==> src/hdl/lpu_pkg.sv <==
`default_nettype none

package lpu_pkg;

    // Field widths
    localparam int BPP_W    = 3;
    localparam int FRAME_W  = 21;
    localparam int WORD_W   = 32;
    localparam int SLOT_W   = 7;
    localparam int COLOR_W  = 24;
    localparam int IDX_W    = 8;
    localparam int CNT_W    = 6;

    // Defaults
    localparam int DEF_PALETTE_ENTRIES  = 256;
    localparam int DEF_MAX_FRAME_PIXELS = 1048576;
    localparam int QUEUE_DEPTH          = 2;

    // Register indexes
    localparam logic REG_BPP   = 1'b0;
    localparam logic REG_FRAME = 1'b1;

    // Reset values
    localparam logic [BPP_W-1:0]   BPP_RESET   = 3'd3;
    localparam logic [FRAME_W-1:0] FRAME_RESET = 21'd76800;

    // Depth codes
    localparam logic [BPP_W-1:0] BPP_1  = 3'd0;
    localparam logic [BPP_W-1:0] BPP_2  = 3'd1;
    localparam logic [BPP_W-1:0] BPP_4  = 3'd2;
    localparam logic [BPP_W-1:0] BPP_8  = 3'd3;
    localparam logic [BPP_W-1:0] BPP_16 = 3'd4;

    // Item kinds after classification
    typedef enum logic [1:0] {
        K_PAL,
        K_LUT,
        K_DIRECT,
        K_DROP
    } t_kind;

    typedef struct packed {
        t_kind               kind;
        logic [WORD_W-1:0]   word;
        logic [SLOT_W-1:0]   slot;
    } t_job;

    // RGB565 to RGB888 by bit replication, red in the low byte
    function automatic logic [COLOR_W-1:0] widen565(input logic [15:0] c);
        logic [4:0] r;
        logic [5:0] g;
        logic [4:0] b;
        r = c[15:11];
        g = c[10:5];
        b = c[4:0];
        return {b, b[4:2], g, g[5:4], r, r[4:2]};
    endfunction

    // Pixel index mask per depth code
    function automatic logic [IDX_W-1:0] px_mask(input logic [BPP_W-1:0] bpp);
        logic [IDX_W-1:0] m;
        case (bpp)
            BPP_1:   m = 8'h01;
            BPP_2:   m = 8'h03;
            BPP_4:   m = 8'h0f;
            default: m = 8'hff;
        endcase
        return m;
    endfunction

    // Pixels per word for palette depths
    function automatic logic [CNT_W-1:0] px_count(input logic [BPP_W-1:0] bpp);
        logic [CNT_W-1:0] n;
        case (bpp)
            BPP_1:   n = 6'd32;
            BPP_2:   n = 6'd16;
            BPP_4:   n = 6'd8;
            default: n = 6'd4;
        endcase
        return n;
    endfunction

endpackage

`default_nettype wire

==> src/hdl/lpu_ram.sv <==
`default_nettype none

module lpu_ram #(
    parameter int WIDTH = 32,
    parameter int DEPTH = 128,
    localparam int AW   = (DEPTH > 1) ? $clog2(DEPTH) : 1
) (
    input  wire logic             i_clk,
    input  wire logic             i_we,
    input  wire logic [AW-1:0]    i_waddr,
    input  wire logic [WIDTH-1:0] i_wdata,
    input  wire logic             i_re,
    input  wire logic [AW-1:0]    i_raddr,
    output logic      [WIDTH-1:0] o_rdata
);

    logic [WIDTH-1:0] r_mem [DEPTH];
    logic [WIDTH-1:0] r_rdata;

    // Write port and registered read port; read returns old data on collision
    always_ff @(posedge i_clk) begin
        if (i_we) begin
            r_mem[i_waddr] <= i_wdata;
        end
        if (i_re) begin
            r_rdata <= r_mem[i_raddr];
        end
    end

    assign o_rdata = r_rdata;

endmodule

`default_nettype wire

==> src/hdl/lpu_fifo.sv <==
`default_nettype none

module lpu_fifo #(
    parameter int WIDTH = 41,
    parameter int DEPTH = 2,
    localparam int PW   = (DEPTH > 1) ? $clog2(DEPTH) : 1
) (
    input  wire logic             i_clk,
    input  wire logic             i_rst_n,
    input  wire logic             i_push,
    input  wire logic [WIDTH-1:0] i_wdata,
    output logic                  o_ready,
    output logic                  o_valid,
    output logic      [WIDTH-1:0] o_rdata,
    input  wire logic             i_pop
);

    logic [WIDTH-1:0] r_mem [DEPTH];
    logic [PW-1:0]    r_wptr, n_wptr;
    logic [PW-1:0]    r_rptr, n_rptr;
    logic [PW:0]      r_cnt,  n_cnt;
    logic             do_push, do_pop;

    assign o_ready = (r_cnt != (PW+1)'(DEPTH));
    assign o_valid = (r_cnt != '0);
    assign o_rdata = r_mem[r_rptr];
    assign do_push = i_push && o_ready;
    assign do_pop  = i_pop && o_valid;

    // Pointer and fill level update
    always_comb begin
        n_wptr = r_wptr;
        n_rptr = r_rptr;
        n_cnt  = r_cnt;
        if (do_push) begin
            n_wptr = (r_wptr == PW'(DEPTH - 1)) ? '0 : r_wptr + 1'b1;
        end
        if (do_pop) begin
            n_rptr = (r_rptr == PW'(DEPTH - 1)) ? '0 : r_rptr + 1'b1;
        end
        if (do_push && !do_pop) begin
            n_cnt = r_cnt + 1'b1;
        end else if (do_pop && !do_push) begin
            n_cnt = r_cnt - 1'b1;
        end
    end

    always_ff @(posedge i_clk) begin
        if (!i_rst_n) begin
            r_wptr <= '0;
            r_rptr <= '0;
            r_cnt  <= '0;
        end else begin
            r_wptr <= n_wptr;
            r_rptr <= n_rptr;
            r_cnt  <= n_cnt;
        end
    end

    // Storage
    always_ff @(posedge i_clk) begin
        if (do_push) begin
            r_mem[r_wptr] <= i_wdata;
        end
    end

endmodule

`default_nettype wire

==> src/hdl/lpu_front.sv <==
`default_nettype none

module lpu_front
    import lpu_pkg::*;
#(
    parameter int PALETTE_ENTRIES = DEF_PALETTE_ENTRIES,
    localparam int PAL_WORDS      = (PALETTE_ENTRIES + 1) / 2
) (
    input  wire logic              i_tvalid,
    output logic                   o_tready,
    input  wire logic              i_tuser,     // mode
    input  wire logic [WORD_W-1:0] i_word,
    input  wire logic [SLOT_W-1:0] i_slot,
    input  wire logic [BPP_W-1:0]  i_bpp,
    input  wire logic              i_q_ready,
    output logic                   o_push,
    output t_job                   o_job
);

    t_kind kind;

    // Classify: palette write, palette pixels, direct pixels, or nothing to do
    always_comb begin
        if (!i_tuser) begin
            kind = ({1'b0, i_slot} < 8'(PAL_WORDS)) ? K_PAL : K_DROP;
        end else begin
            case (i_bpp)
                BPP_1, BPP_2, BPP_4, BPP_8: kind = K_LUT;
                BPP_16:                     kind = K_DIRECT;
                default:                    kind = K_DROP;
            endcase
        end
    end

    assign o_tready   = i_q_ready;
    assign o_push     = i_tvalid && i_q_ready && (kind != K_DROP);
    assign o_job.kind = kind;
    assign o_job.word = i_word;
    assign o_job.slot = i_slot;

endmodule

`default_nettype wire

==> src/hdl/lpu_back.sv <==
`default_nettype none

module lpu_back
    import lpu_pkg::*;
#(
    parameter int PALETTE_ENTRIES  = DEF_PALETTE_ENTRIES,
    parameter int MAX_FRAME_PIXELS = DEF_MAX_FRAME_PIXELS,
    localparam int PAL_WORDS       = (PALETTE_ENTRIES + 1) / 2,
    localparam int PAW             = (PAL_WORDS > 1) ? $clog2(PAL_WORDS) : 1,
    localparam int CW              = $clog2(MAX_FRAME_PIXELS + 1),
    localparam int CMPW            = (CW > FRAME_W) ? CW : FRAME_W
) (
    input  wire logic               i_clk,
    input  wire logic               i_rst_n,
    input  wire logic [BPP_W-1:0]   i_bpp,
    input  wire logic [FRAME_W-1:0] i_frame_pixels,
    input  wire logic               i_q_valid,
    input  wire t_job               i_q_job,
    output logic                    o_q_pop,
    output logic                    o_tvalid,
    input  wire logic               i_tready,
    output logic      [COLOR_W-1:0] o_color,
    output logic                    o_frame_end,
    output logic                    o_last
);

    localparam logic [IDX_W:0] ENTRIES_LIM = (IDX_W+1)'(PALETTE_ENTRIES);

    // Unpack stage
    logic              r_a_busy, n_a_busy;
    logic [WORD_W-1:0] r_a_word, n_a_word;
    logic [CNT_W-1:0]  r_a_cnt,  n_a_cnt;
    logic              r_a_direct, n_a_direct;
    // Palette read stage
    logic              r_b_valid;
    logic              r_b_direct;
    logic [15:0]       r_b_raw;
    logic              r_b_last;
    logic              r_b_zero;
    logic              r_b_half;
    // Output register
    logic               r_o_valid;
    logic [COLOR_W-1:0] r_o_color;
    logic               r_o_fe;
    logic               r_o_last;
    // Frame counter
    logic [CW-1:0]      r_pcnt, n_pcnt;

    logic               o_free, b_free, b_adv, issue, a_done, pop;
    logic [IDX_W-1:0]   idx;
    logic               oor;
    logic               ram_we, ram_re;
    logic [WORD_W-1:0]  ram_rdata;
    logic [15:0]        c565;
    logic [COLOR_W-1:0] b_color;
    logic [CW-1:0]      cnt_inc;
    logic               n_fe;

    // Stage handshakes
    assign o_free = !r_o_valid || i_tready;
    assign b_adv  = r_b_valid && o_free;
    assign b_free = !r_b_valid || o_free;
    assign issue  = r_a_busy && b_free;
    assign a_done = issue && (r_a_cnt == CNT_W'(1));
    assign pop    = i_q_valid && (!r_a_busy || a_done);
    assign o_q_pop = pop;

    // Current pixel index and range check
    assign idx = r_a_word[IDX_W-1:0] & px_mask(i_bpp);
    assign oor = ({1'b0, idx} >= ENTRIES_LIM);

    // Palette store: two entries per word
    assign ram_we = pop && (i_q_job.kind == K_PAL);
    assign ram_re = issue && !r_a_direct && !oor;

    lpu_ram #(
        .WIDTH (WORD_W),
        .DEPTH (PAL_WORDS)
    ) u_palette (
        .i_clk   (i_clk),
        .i_we    (ram_we),
        .i_waddr (i_q_job.slot[PAW-1:0]),
        .i_wdata (i_q_job.word),
        .i_re    (ram_re),
        .i_raddr (idx[PAW:1]),
        .o_rdata (ram_rdata)
    );

    // Unpack stage next state
    always_comb begin
        n_a_busy   = r_a_busy;
        n_a_word   = r_a_word;
        n_a_cnt    = r_a_cnt;
        n_a_direct = r_a_direct;
        if (issue) begin
            n_a_busy = !a_done;
            n_a_cnt  = r_a_cnt - 1'b1;
            if (r_a_direct) begin
                n_a_word = r_a_word >> 16;
            end else begin
                case (i_bpp)
                    BPP_1:   n_a_word = r_a_word >> 1;
                    BPP_2:   n_a_word = r_a_word >> 2;
                    BPP_4:   n_a_word = r_a_word >> 4;
                    default: n_a_word = r_a_word >> 8;
                endcase
            end
        end
        if (pop && (i_q_job.kind == K_LUT)) begin
            n_a_busy   = 1'b1;
            n_a_word   = i_q_job.word;
            n_a_cnt    = px_count(i_bpp);
            n_a_direct = 1'b0;
        end else if (pop && (i_q_job.kind == K_DIRECT)) begin
            n_a_busy   = 1'b1;
            n_a_word   = i_q_job.word;
            n_a_cnt    = CNT_W'(2);
            n_a_direct = 1'b1;
        end
    end

    // Color from palette or direct value
    assign c565    = r_b_direct ? r_b_raw : (r_b_half ? ram_rdata[31:16] : ram_rdata[15:0]);
    assign b_color = r_b_zero ? '0 : widen565(c565);

    // Frame counter
    assign cnt_inc = r_pcnt + 1'b1;
    always_comb begin
        n_fe   = (CMPW'(cnt_inc) == CMPW'(i_frame_pixels));
        n_pcnt = r_pcnt;
        if (b_adv) begin
            if (n_fe || (cnt_inc >= CW'(MAX_FRAME_PIXELS))) begin
                n_pcnt = '0;
            end else begin
                n_pcnt = cnt_inc;
            end
        end
    end

    // Control registers
    always_ff @(posedge i_clk) begin
        if (!i_rst_n) begin
            r_a_busy  <= 1'b0;
            r_b_valid <= 1'b0;
            r_o_valid <= 1'b0;
            r_pcnt    <= '0;
        end else begin
            r_a_busy <= n_a_busy;
            r_pcnt   <= n_pcnt;
            if (issue) begin
                r_b_valid <= 1'b1;
            end else if (b_adv) begin
                r_b_valid <= 1'b0;
            end
            if (b_adv) begin
                r_o_valid <= 1'b1;
            end else if (i_tready) begin
                r_o_valid <= 1'b0;
            end
        end
    end

    // Payload registers
    always_ff @(posedge i_clk) begin
        r_a_word   <= n_a_word;
        r_a_cnt    <= n_a_cnt;
        r_a_direct <= n_a_direct;
        if (issue) begin
            r_b_direct <= r_a_direct;
            r_b_raw    <= r_a_word[15:0];
            r_b_last   <= (r_a_cnt == CNT_W'(1));
            r_b_zero   <= oor && !r_a_direct;
            r_b_half   <= idx[0];
        end
        if (b_adv) begin
            r_o_color <= b_color;
            r_o_fe    <= n_fe;
            r_o_last  <= r_b_last;
        end
    end

    assign o_tvalid    = r_o_valid;
    assign o_color     = r_o_color;
    assign o_frame_end = r_o_fe;
    assign o_last      = r_o_last;

    // Checks
    a_busy_cnt: assert property (@(posedge i_clk) disable iff (!i_rst_n)
        r_a_busy |-> (r_a_cnt != '0))
        else $error("unpack stage busy with no pixels left");

    a_pcnt_range: assert property (@(posedge i_clk) disable iff (!i_rst_n)
        r_pcnt < CW'(MAX_FRAME_PIXELS))
        else $error("frame counter out of range");

    a_fe_wrap: assert property (@(posedge i_clk) disable iff (!i_rst_n)
        (b_adv && n_fe) |=> (r_pcnt == '0))
        else $error("frame counter did not wrap at frame end");

    a_rd_hold: assert property (@(posedge i_clk) disable iff (!i_rst_n)
        (r_b_valid && !o_free) |=> $stable(ram_rdata))
        else $error("palette read data changed under stall");

endmodule

`default_nettype wire

==> src/hdl/lcd_pixel_unpacker_unit.sv <==
`default_nettype none

// Palettized LCD pixel unpacker. Takes 32-bit frame-buffer words on the slave
// stream: tuser=0 writes two RGB565 palette entries (low half to entry
// 2*index), tuser=1 is a pixel word split LSB first at the depth in bpp_mode
// (1/2/4/8 bpp through the palette, 16 bpp as two direct RGB565 pixels).
// Each pixel leaves as RGB888 with tlast on the last pixel of its word and
// tuser on the pixel that completes a frame. A front classifier feeds a
// two-entry job queue; the back end emits one pixel per cycle while the
// master stream accepts, and a pixel word yields 32, 16, 8, 4 or 2 pixels
// (32 >> bpp_mode, or 2 at 16 bpp); the single palette read port and the
// one-pixel output register set that rate. Write bpp_mode (0x0) and
// frame_pixels (0x4) only while idle.
module lcd_pixel_unpacker_unit
    import lpu_pkg::*;
#(
    parameter int PALETTE_ENTRIES  = DEF_PALETTE_ENTRIES,
    parameter int MAX_FRAME_PIXELS = DEF_MAX_FRAME_PIXELS
) (
    input  wire logic        i_clk,
    input  wire logic        i_rst_n,
    // Slave stream
    input  wire logic        i_s_axis_tvalid,
    output logic             o_s_axis_tready,
    input  wire logic [39:0] i_s_axis_tdata,  // [31:0] data_word, [38:32] palette_word_index
    input  wire logic        i_s_axis_tuser,  // [0] mode
    // Master stream
    output logic             o_m_axis_tvalid,
    input  wire logic        i_m_axis_tready,
    output logic [23:0]      o_m_axis_tdata,  // [23:0] pixel_color
    output logic             o_m_axis_tuser,  // [0] frame_end
    output logic             o_m_axis_tlast,
    // Configuration
    input  wire logic        psel,
    input  wire logic        penable,
    input  wire logic        pwrite,
    input  wire logic [2:0]  paddr,
    input  wire logic [31:0] pwdata,
    output logic      [31:0] prdata,
    output logic             pready
);

    logic [BPP_W-1:0]   r_bpp;
    logic [FRAME_W-1:0] r_frame;
    logic               cfg_wr;

    t_job               f_job;
    logic               f_push;
    logic               q_ready;
    logic               q_valid;
    logic               q_pop;
    logic [$bits(t_job)-1:0] q_rdata;
    t_job               q_job;

    // Configuration registers
    assign pready = 1'b1;
    assign cfg_wr = psel && penable && pwrite && pready;

    always_ff @(posedge i_clk) begin
        if (!i_rst_n) begin
            r_bpp   <= BPP_RESET;
            r_frame <= FRAME_RESET;
        end else if (cfg_wr) begin
            case (paddr[2])
                REG_BPP:   r_bpp   <= pwdata[BPP_W-1:0];
                REG_FRAME: r_frame <= pwdata[FRAME_W-1:0];
                default:   r_bpp   <= r_bpp;
            endcase
        end
    end

    always_comb begin
        case (paddr[2])
            REG_BPP:   prdata = {{(32-BPP_W){1'b0}}, r_bpp};
            REG_FRAME: prdata = {{(32-FRAME_W){1'b0}}, r_frame};
            default:   prdata = '0;
        endcase
    end

    // Classifier
    lpu_front #(
        .PALETTE_ENTRIES (PALETTE_ENTRIES)
    ) u_front (
        .i_tvalid  (i_s_axis_tvalid),
        .o_tready  (o_s_axis_tready),
        .i_tuser   (i_s_axis_tuser),
        .i_word    (i_s_axis_tdata[31:0]),
        .i_slot    (i_s_axis_tdata[38:32]),
        .i_bpp     (r_bpp),
        .i_q_ready (q_ready),
        .o_push    (f_push),
        .o_job     (f_job)
    );

    // Job queue
    lpu_fifo #(
        .WIDTH ($bits(t_job)),
        .DEPTH (QUEUE_DEPTH)
    ) u_queue (
        .i_clk   (i_clk),
        .i_rst_n (i_rst_n),
        .i_push  (f_push),
        .i_wdata (f_job),
        .o_ready (q_ready),
        .o_valid (q_valid),
        .o_rdata (q_rdata),
        .i_pop   (q_pop)
    );

    assign q_job = t_job'(q_rdata);

    // Unpack, palette lookup and output
    lpu_back #(
        .PALETTE_ENTRIES  (PALETTE_ENTRIES),
        .MAX_FRAME_PIXELS (MAX_FRAME_PIXELS)
    ) u_back (
        .i_clk          (i_clk),
        .i_rst_n        (i_rst_n),
        .i_bpp          (r_bpp),
        .i_frame_pixels (r_frame),
        .i_q_valid      (q_valid),
        .i_q_job        (q_job),
        .o_q_pop        (q_pop),
        .o_tvalid       (o_m_axis_tvalid),
        .i_tready       (i_m_axis_tready),
        .o_color        (o_m_axis_tdata),
        .o_frame_end    (o_m_axis_tuser),
        .o_last         (o_m_axis_tlast)
    );

endmodule

`default_nettype wire
==> config.mk <==
export PLATFORM = sky130hd
export DESIGN_NAME = lcd_pixel_unpacker_unit
export DESIGN_NICKNAME = d
export VERILOG_FILES = /design/src/hdl/lpu_pkg.sv /design/src/hdl/lpu_ram.sv /design/src/hdl/lpu_fifo.sv /design/src/hdl/lpu_front.sv /design/src/hdl/lpu_back.sv /design/src/hdl/lcd_pixel_unpacker_unit.sv
export SDC_FILE = /design/constraint.sdc
export NUM_CORES = 2
export LEC_CHECK = 0
export BUFFER_PORTS_ARGS = -buffer_cell sky130_fd_sc_hd__buf_4
export CORE_MARGIN = 2
export CORE_UTILIZATION = 62
export DETAILED_ROUTE_END_ITERATION = 8
export PLACE_DENSITY_LB_ADDON = 0.1
export RECOVER_POWER = 25
export SYNTH_ARGS = -nofsm -noshare
export SYNTH_HDL_FRONTEND = slang
export SYNTH_HIERARCHICAL = 1
export SYNTH_MEMORY_MAX_BITS = 65536
export SYNTH_SLANG_ARGS = --single-unit
==> constraint.sdc <==
create_clock -name i_clk -period 8.11 [get_ports i_clk]
set_clock_uncertainty 0.1 [all_clocks]
set_input_delay 0.4055 -clock i_clk [delete_from_list [all_inputs] [get_ports i_clk]]
set_output_delay 0.4055 -clock i_clk [all_outputs]
set_load 0.05 [all_outputs]
; After elaboration in Yosys (flattened, before gate mapping)
; Memories as Yosys holds them, arrays and structs flattened. A register that Yosys moved wholly into a read port is not among the register bits.
; Index checks and enable logic that the tools add are counted.
[word_totals]
reg_bits = 136
ram_bits = 4178
in_bits = 83
out_inout_bits = 61
word_cells = 110
mem_count = 2
[op_classes]
add_sub_neg = 6
n_lt_le_gt_ge = 1
n_eq_ne = 10
mux = 33
n_bitwise = 2
n_reduce_logical = 37
[memory_table]
columns = memory, words, width, rd, rd_clocked_by_memory_dff, write_ports, line_no
row1 = u_back.u_palette.r_mem, 128, 32, 1, 1, 1, lpu_ram.sv:17  ; logic [WIDTH-1:0] r_mem [DEPTH];
row2 = u_queue.r_mem, 2, 41, 1, 1, 1, lpu_fifo.sv:18  ; logic [WIDTH-1:0] r_mem [DEPTH];
[op_table]
columns = op, count
row1 = $mux 32, 4
row2 = $pmux 31 s3, 1
row3 = $pmux 32 s2, 1
row4 = $mux 16, 2
row5 = $pmux 8 s3, 1
row6 = $add 21x1->21 const B, 1
row7 = $eq 21x21->1, 1
row8 = $ge 21x21->1 const B, 1
row9 = $mux 21, 1
row10 = $mux 6, 3
row11 = $pmux 6 s3, 1
row12 = $logic_and 1x1->1, 16
row13 = $mux 1, 15
row14 = $and 8x8->8, 1
row15 = $reduce_bool 2->1, 4
row16 = $logic_not 1->1, 7
row17 = $eq 3x2->1 const B, 2
row18 = $eq 6x1->1 const B, 1
row19 = $mux 2, 3
row20 = $sub 6x1->6 const B, 1
row21 = $logic_or 1x1->1, 4
row22 = $ne 2x2->1 const B, 2
row23 = $pmux 2 s2, 1
row24 = $reduce_and 2->1, 2
row25 = other kinds (12), 13

; Depth between registers and ports, before layout
[logic_depth]
word_depth = 11
mapped_depth = 12

; Hierarchy
; Netlist, hierarchy kept.
[modules_own_cells]
columns = mod, n_inst, cells_per_inst, area_each_um2
row1 = lpu_ram, 1, 5990, 156596.4
row2 = lpu_back, 1, 709, 6277.3
row3 = lpu_fifo, 1, 152, 3191.8
row4 = lcd_pixel_unpacker_unit, 1, 143, 1265.0
row5 = lpu_front, 1, 45, 329.1

; Worst setup path after synthesis
; Ideal clock, no wire load.
[synth_path]
path_type = register to register
start = register with a tool-made name
end = memory u_back.u_palette.r_mem[196][0], in the netlist u_back/u_palette/r_mem[98][0] (enable)
arrival_ns = 4.169
path_slack_ns = 3.380
path_stages_with_launch = 9
n_path_buf = 4
synth_period_minus_slack_ns = 4.730
path_cell_list = dfxtp_1 > buf_2 > buf_2 > mux2_2 > clkbuf_1 > nor3_1 > clkbuf_1 > nand4_1 > nor3_1
[synth_rtl]
columns = item, line_no
row1 = end: declaration, lpu_ram.sv:17

; Worst setup path after layout
[layout_path]
start = register r_bpp[1]
end = register u_back.u_palette.r_rdata[12], in the netlist u_back/u_palette/o_rdata[12] (read register of u_back.u_palette.r_mem) (data pin)
[layout_via]
elab_chain_len = 3
word_cells_on_any_way = 5
[layout_lines]
columns = item, line_no
row1 = start: declaration, lcd_pixel_unpacker_unit.sv:43  ; logic [BPP_W-1:0] r_bpp;
row2 = start signal: assignment, lcd_pixel_unpacker_unit.sv:65  ; REG_BPP: r_bpp <= pwdata[BPP_W-1:0];
row3 = start signal: assignment, lcd_pixel_unpacker_unit.sv:67  ; default: r_bpp <= r_bpp;
row4 = "$eq 3x2->1, or another cell as far along", lpu_pkg.sv:62  ; case (bpp)
row5 = $pmux 8 s3 *, lpu_pkg.sv:62
row6 = $and 8x8->8 *, lpu_back.sv:69  ; assign idx = r_a_word[IDX_W-1:0] & px_mask(i_bpp);
row7 = via u_back.idx[1], lpu_back.sv:50  ; logic [IDX_W-1:0] idx;
row8 = end: declaration, lpu_ram.sv:18  ; logic [WIDTH-1:0] r_rdata;
; Mark *: on every way through the listed nets, which the timed path passes. The rest lies on a longest branch.
; A chain may end at the register's enable or synchronous reset.

==> flow_metrics.tcl <==
set metrics [dict create \
    status "finished, violations left" \
    violations "max-capacitance violations, max-slew violations" \
    period_needed_ns 6.37 \
    p_sw_w 0.0208 \
    synth_ff_type "edfxtp_1" \
    irDropWorstVdd_v 0.000423 \
    crit_required_ns 8.71 \
    async_reset_ff_share_pct 0 \
    seqPwrFrac_pct 41.5 \
    reg2reg_slack_ns 1.74 \
    cp_common_cell "mux4_2" \
    synth_area_um2 168000 \
    cts_tree "built" \
    fin_crit_sh_pct 78.5 \
    synthCells 7039 \
    dpl.hpwl_um 218000 \
    yosysSeqAreaShare_pct 77.4 \
    initial_core_util_pct 62.5 \
    fill_cells 15437 \
    synth_top_area_cell "edfxtp_1" \
    min_to "u_queue/r_mem[0][26]" \
    die_w_um 524 \
    first_iter_violations 11296 \
    tightest_slew_ns 3.37 \
    final_util_pct 70.3 \
    grt_overflow_total 0 \
    synth_area_leaders "edfxtp_1, mux4_2, dfxtp_1" \
    ios 144 \
    io_buffers 117 \
    grt_pass1_wl_um 574000 \
    clock_latency_ns 0.99 \
    postLayoutCellArea_um2 189000 \
    worstSetupEndpointType "flop" \
    cts_max_level 5 \
    drive_gt1_share_pct 31.0 \
    p_sw_share_pct 30.7 \
    path_max_fanout 45 \
    die_area_um2 275000 \
    worstHoldPathType "in2reg" \
    r2r-start "r_bpp[1]" \
    powerDensity_nw_per_um2 360 \
    power_frac_comb_pct 30.3 \
    crit_chain "clkbuf_1 -> nor2_1 -> a21boi_4 -> buf_4 -> buf_4 -> mux4_2 -> mux4_2 -> mux4_2 -> mux2_2" \
    whs_path_depth 2 \
    grt_antenna_before_repair 35 \
    grtUsageTotal_pct 30.0 \
    synth_enable_flop_cells 4284 \
    fin_nets 7582 \
    synth-warning-count 6 \
    path_clk_slew_ns 0.06 \
    seqCellArea_um2 130000 \
    setup_viol 0 \
    yosysMostFrequentCell "edfxtp_1" \
    cts_setup_buffers 0 \
    p_int_w 0.0471 \
    slew_violations 2319 \
    ant_nets 0 \
    syn_to_final_growth_pct 12.5 \
    maxSlewHeadroom_pct -125 \
    clk_path_buf_depth 4 \
    cap_viol_max_count 37 \
    drc 0 \
    synth_seq_cells 4338 \
    grt_max_degree 134 \
    critPathKind "reg2reg" \
    via_per_inst 6.94 \
    cts.sinks 4338 \
    core-area_um2 268000 \
    via_count 79292 \
    wl_per_cell_um 35.7 \
    yosys.area.top_type_share_pct 76.7 \
    ys_types 63 \
    clk_root_buffer_cell "clkbuf_16" \
    avgSynthCellArea_um2 23.8 \
    drt_first_pass_iters 5 \
    crit_slowest_cell "clkbuf_1" \
    timing.rr.end "u_back/u_palette/o_rdata[12]" \
    max_freq_mhz 157 \
    synth_common_cells "edfxtp_1, mux4_2, clkbuf_1, nor2_1, nand2_1" \
    cts_made_buffers 424 \
    rows 190 \
    wirelength_um 408000 \
    post_dp_cell_area_um2 174000 \
    multiInputGateArea_um2 36900 \
    hold_violations 0 \
    worstHoldStart "i_s_axis_tdata[19]" \
    gp_congestion 0.884 \
    start_kind "flop" \
    power.clock.fraction_pct 28.3 \
    grt_pass1_vias 78736 \
    setup.worst_path.start "r_bpp[1]" \
    max_stage_delay_ns 1.35 \
    arrival_ns 6.97 \
    p_leak_nw 58.1 \
    setup_tns_ns 0 \
    ff2ff_path_depth 9 \
    rsz0062_at_grt "no" \
    fp.dieH_um 524 \
]
cells by family (layout without fill, tap and decap cells):
family	Yosys count	after routing	share of synthesized area, %
and+or+nand+nor	493	493	1.37
buffers and inverters	464	1266	1.28
muxes	1481	1481	18.9
AOI/OAI and AO/OA	222	222	0.818
DFF	4338	4338	77.4
xor gates and xnor gates	35	35	0.183
adders and majority gates	4	4	0.0299
other	2	32	0.00448
power by group through the flow:
stage / Sequential (W) / Combinational (W) / Clock, W
2_1_floorplan: 0.0284 / 0.0129 / 0
3_3_place_gp: 0.0284 / 0.0200 / 0
3_5_place_dp: 0.0284 / 0.0204 / 0
4_1_cts: 0.0280 / 0.0206 / 0.0194
5_1_grt: 0.0282 / 0.0214 / 0.0203
6_report: 0.0281 / 0.0205 / 0.0192
registers in the layout (all words and copies together), names as in the netlist, 3 cells and up, named ones only:
name,cells
r_bpp,3
r_frame,21
u_back/o_color,16
u_back/r_a_cnt,6
u_back/r_a_word,32
u_back/r_b_raw,16
u_back/r_pcnt,21
u_back/u_palette/o_rdata,32
u_back/u_palette/r_mem,4096
u_queue/r_mem,82
metrics by stage:
step	cells	hold slack, ns	total power (W)	setup slack [ns]
5_1_grt	11408	0.124	0.0698	1.49
3_5_place_dp	10502	0.306	0.0489	2.82
6_report	11423	0.103	0.0679	1.74
3_3_place_gp	10502	0.303	0.0485	2.84
2_1_floorplan	7049	0.300	0.0413	3.38
4_1_cts	11403	0.000522	0.0680	2.80
cell usage in the layout (no fill, tap or decap), drive strengths merged, types with 26 or more instances in the layout:
master,instances
o22ai,29
clkinv,198
mux2i,43
mux2,94
nor2,164
and2,28
clkbuf,622
bufinv,39
nand3,26
edfxtp,4284
mux4,1344
nor2b,28
a21oi,44
dfxtp,54
buf,257
dlygate4sd3,119
o21ai,77
nand2,155
worst max-delay path, delay by kind of cell (launching register included):
| kind | cells | cell delay (ns) |
|---|---|---|
| compound gates | 1 | 0.56 |
| mux | 4 | 2.12 |
| flops | 1 | 0.37 |
| buf+inv | 3 | 2.37 |
| simple gates | 1 | 0.50 |
metal layers:
| metal | part of all wire, % | vias up | track usage, % |
|---|---|---|---|
| met4 | 3.0 | 8 | 8.55 |
| li1 | - | 31088 | - |
| met1 | 39 | 43107 | 45.2 |
| met5 | 0.011 | - | 0 |
| met3 | 10 | 560 | 5.65 |
| met2 | 47 | 4529 | 46.1 |
worst max path at each step:
stage	cells after the start	end
floorplan	8	u_back/u_palette/r_mem[98][0]
global placement	7	u_back/u_palette/o_rdata[23]
detailed placement	7	u_back/u_palette/o_rdata[23]
CTS	7	u_back/u_palette/o_rdata[22]
global route	9	u_back/u_palette/o_rdata[12]
finish	9	u_back/u_palette/o_rdata[12]
cell type report:
cell class	count	area share, %
sequential	4338	68.8
multi-input combinational	2247	19.5
tap	3552	2.36
timing repair buffer	469	2.08
inverter	15	0.0299
clock buffer	529	5.96
antenna	20	0.0265
clock inverter	253	1.20
what timing repair did:
action / 4_1_cts / 5_1_grt
resized for setup: 0 / 0
hold endpoints to repair: 117 / 0
endpoints found under the setup margin: 0 / 0
hold buffers: 119 / 0
No activity file was read; power rests on OpenSTA's default activity.
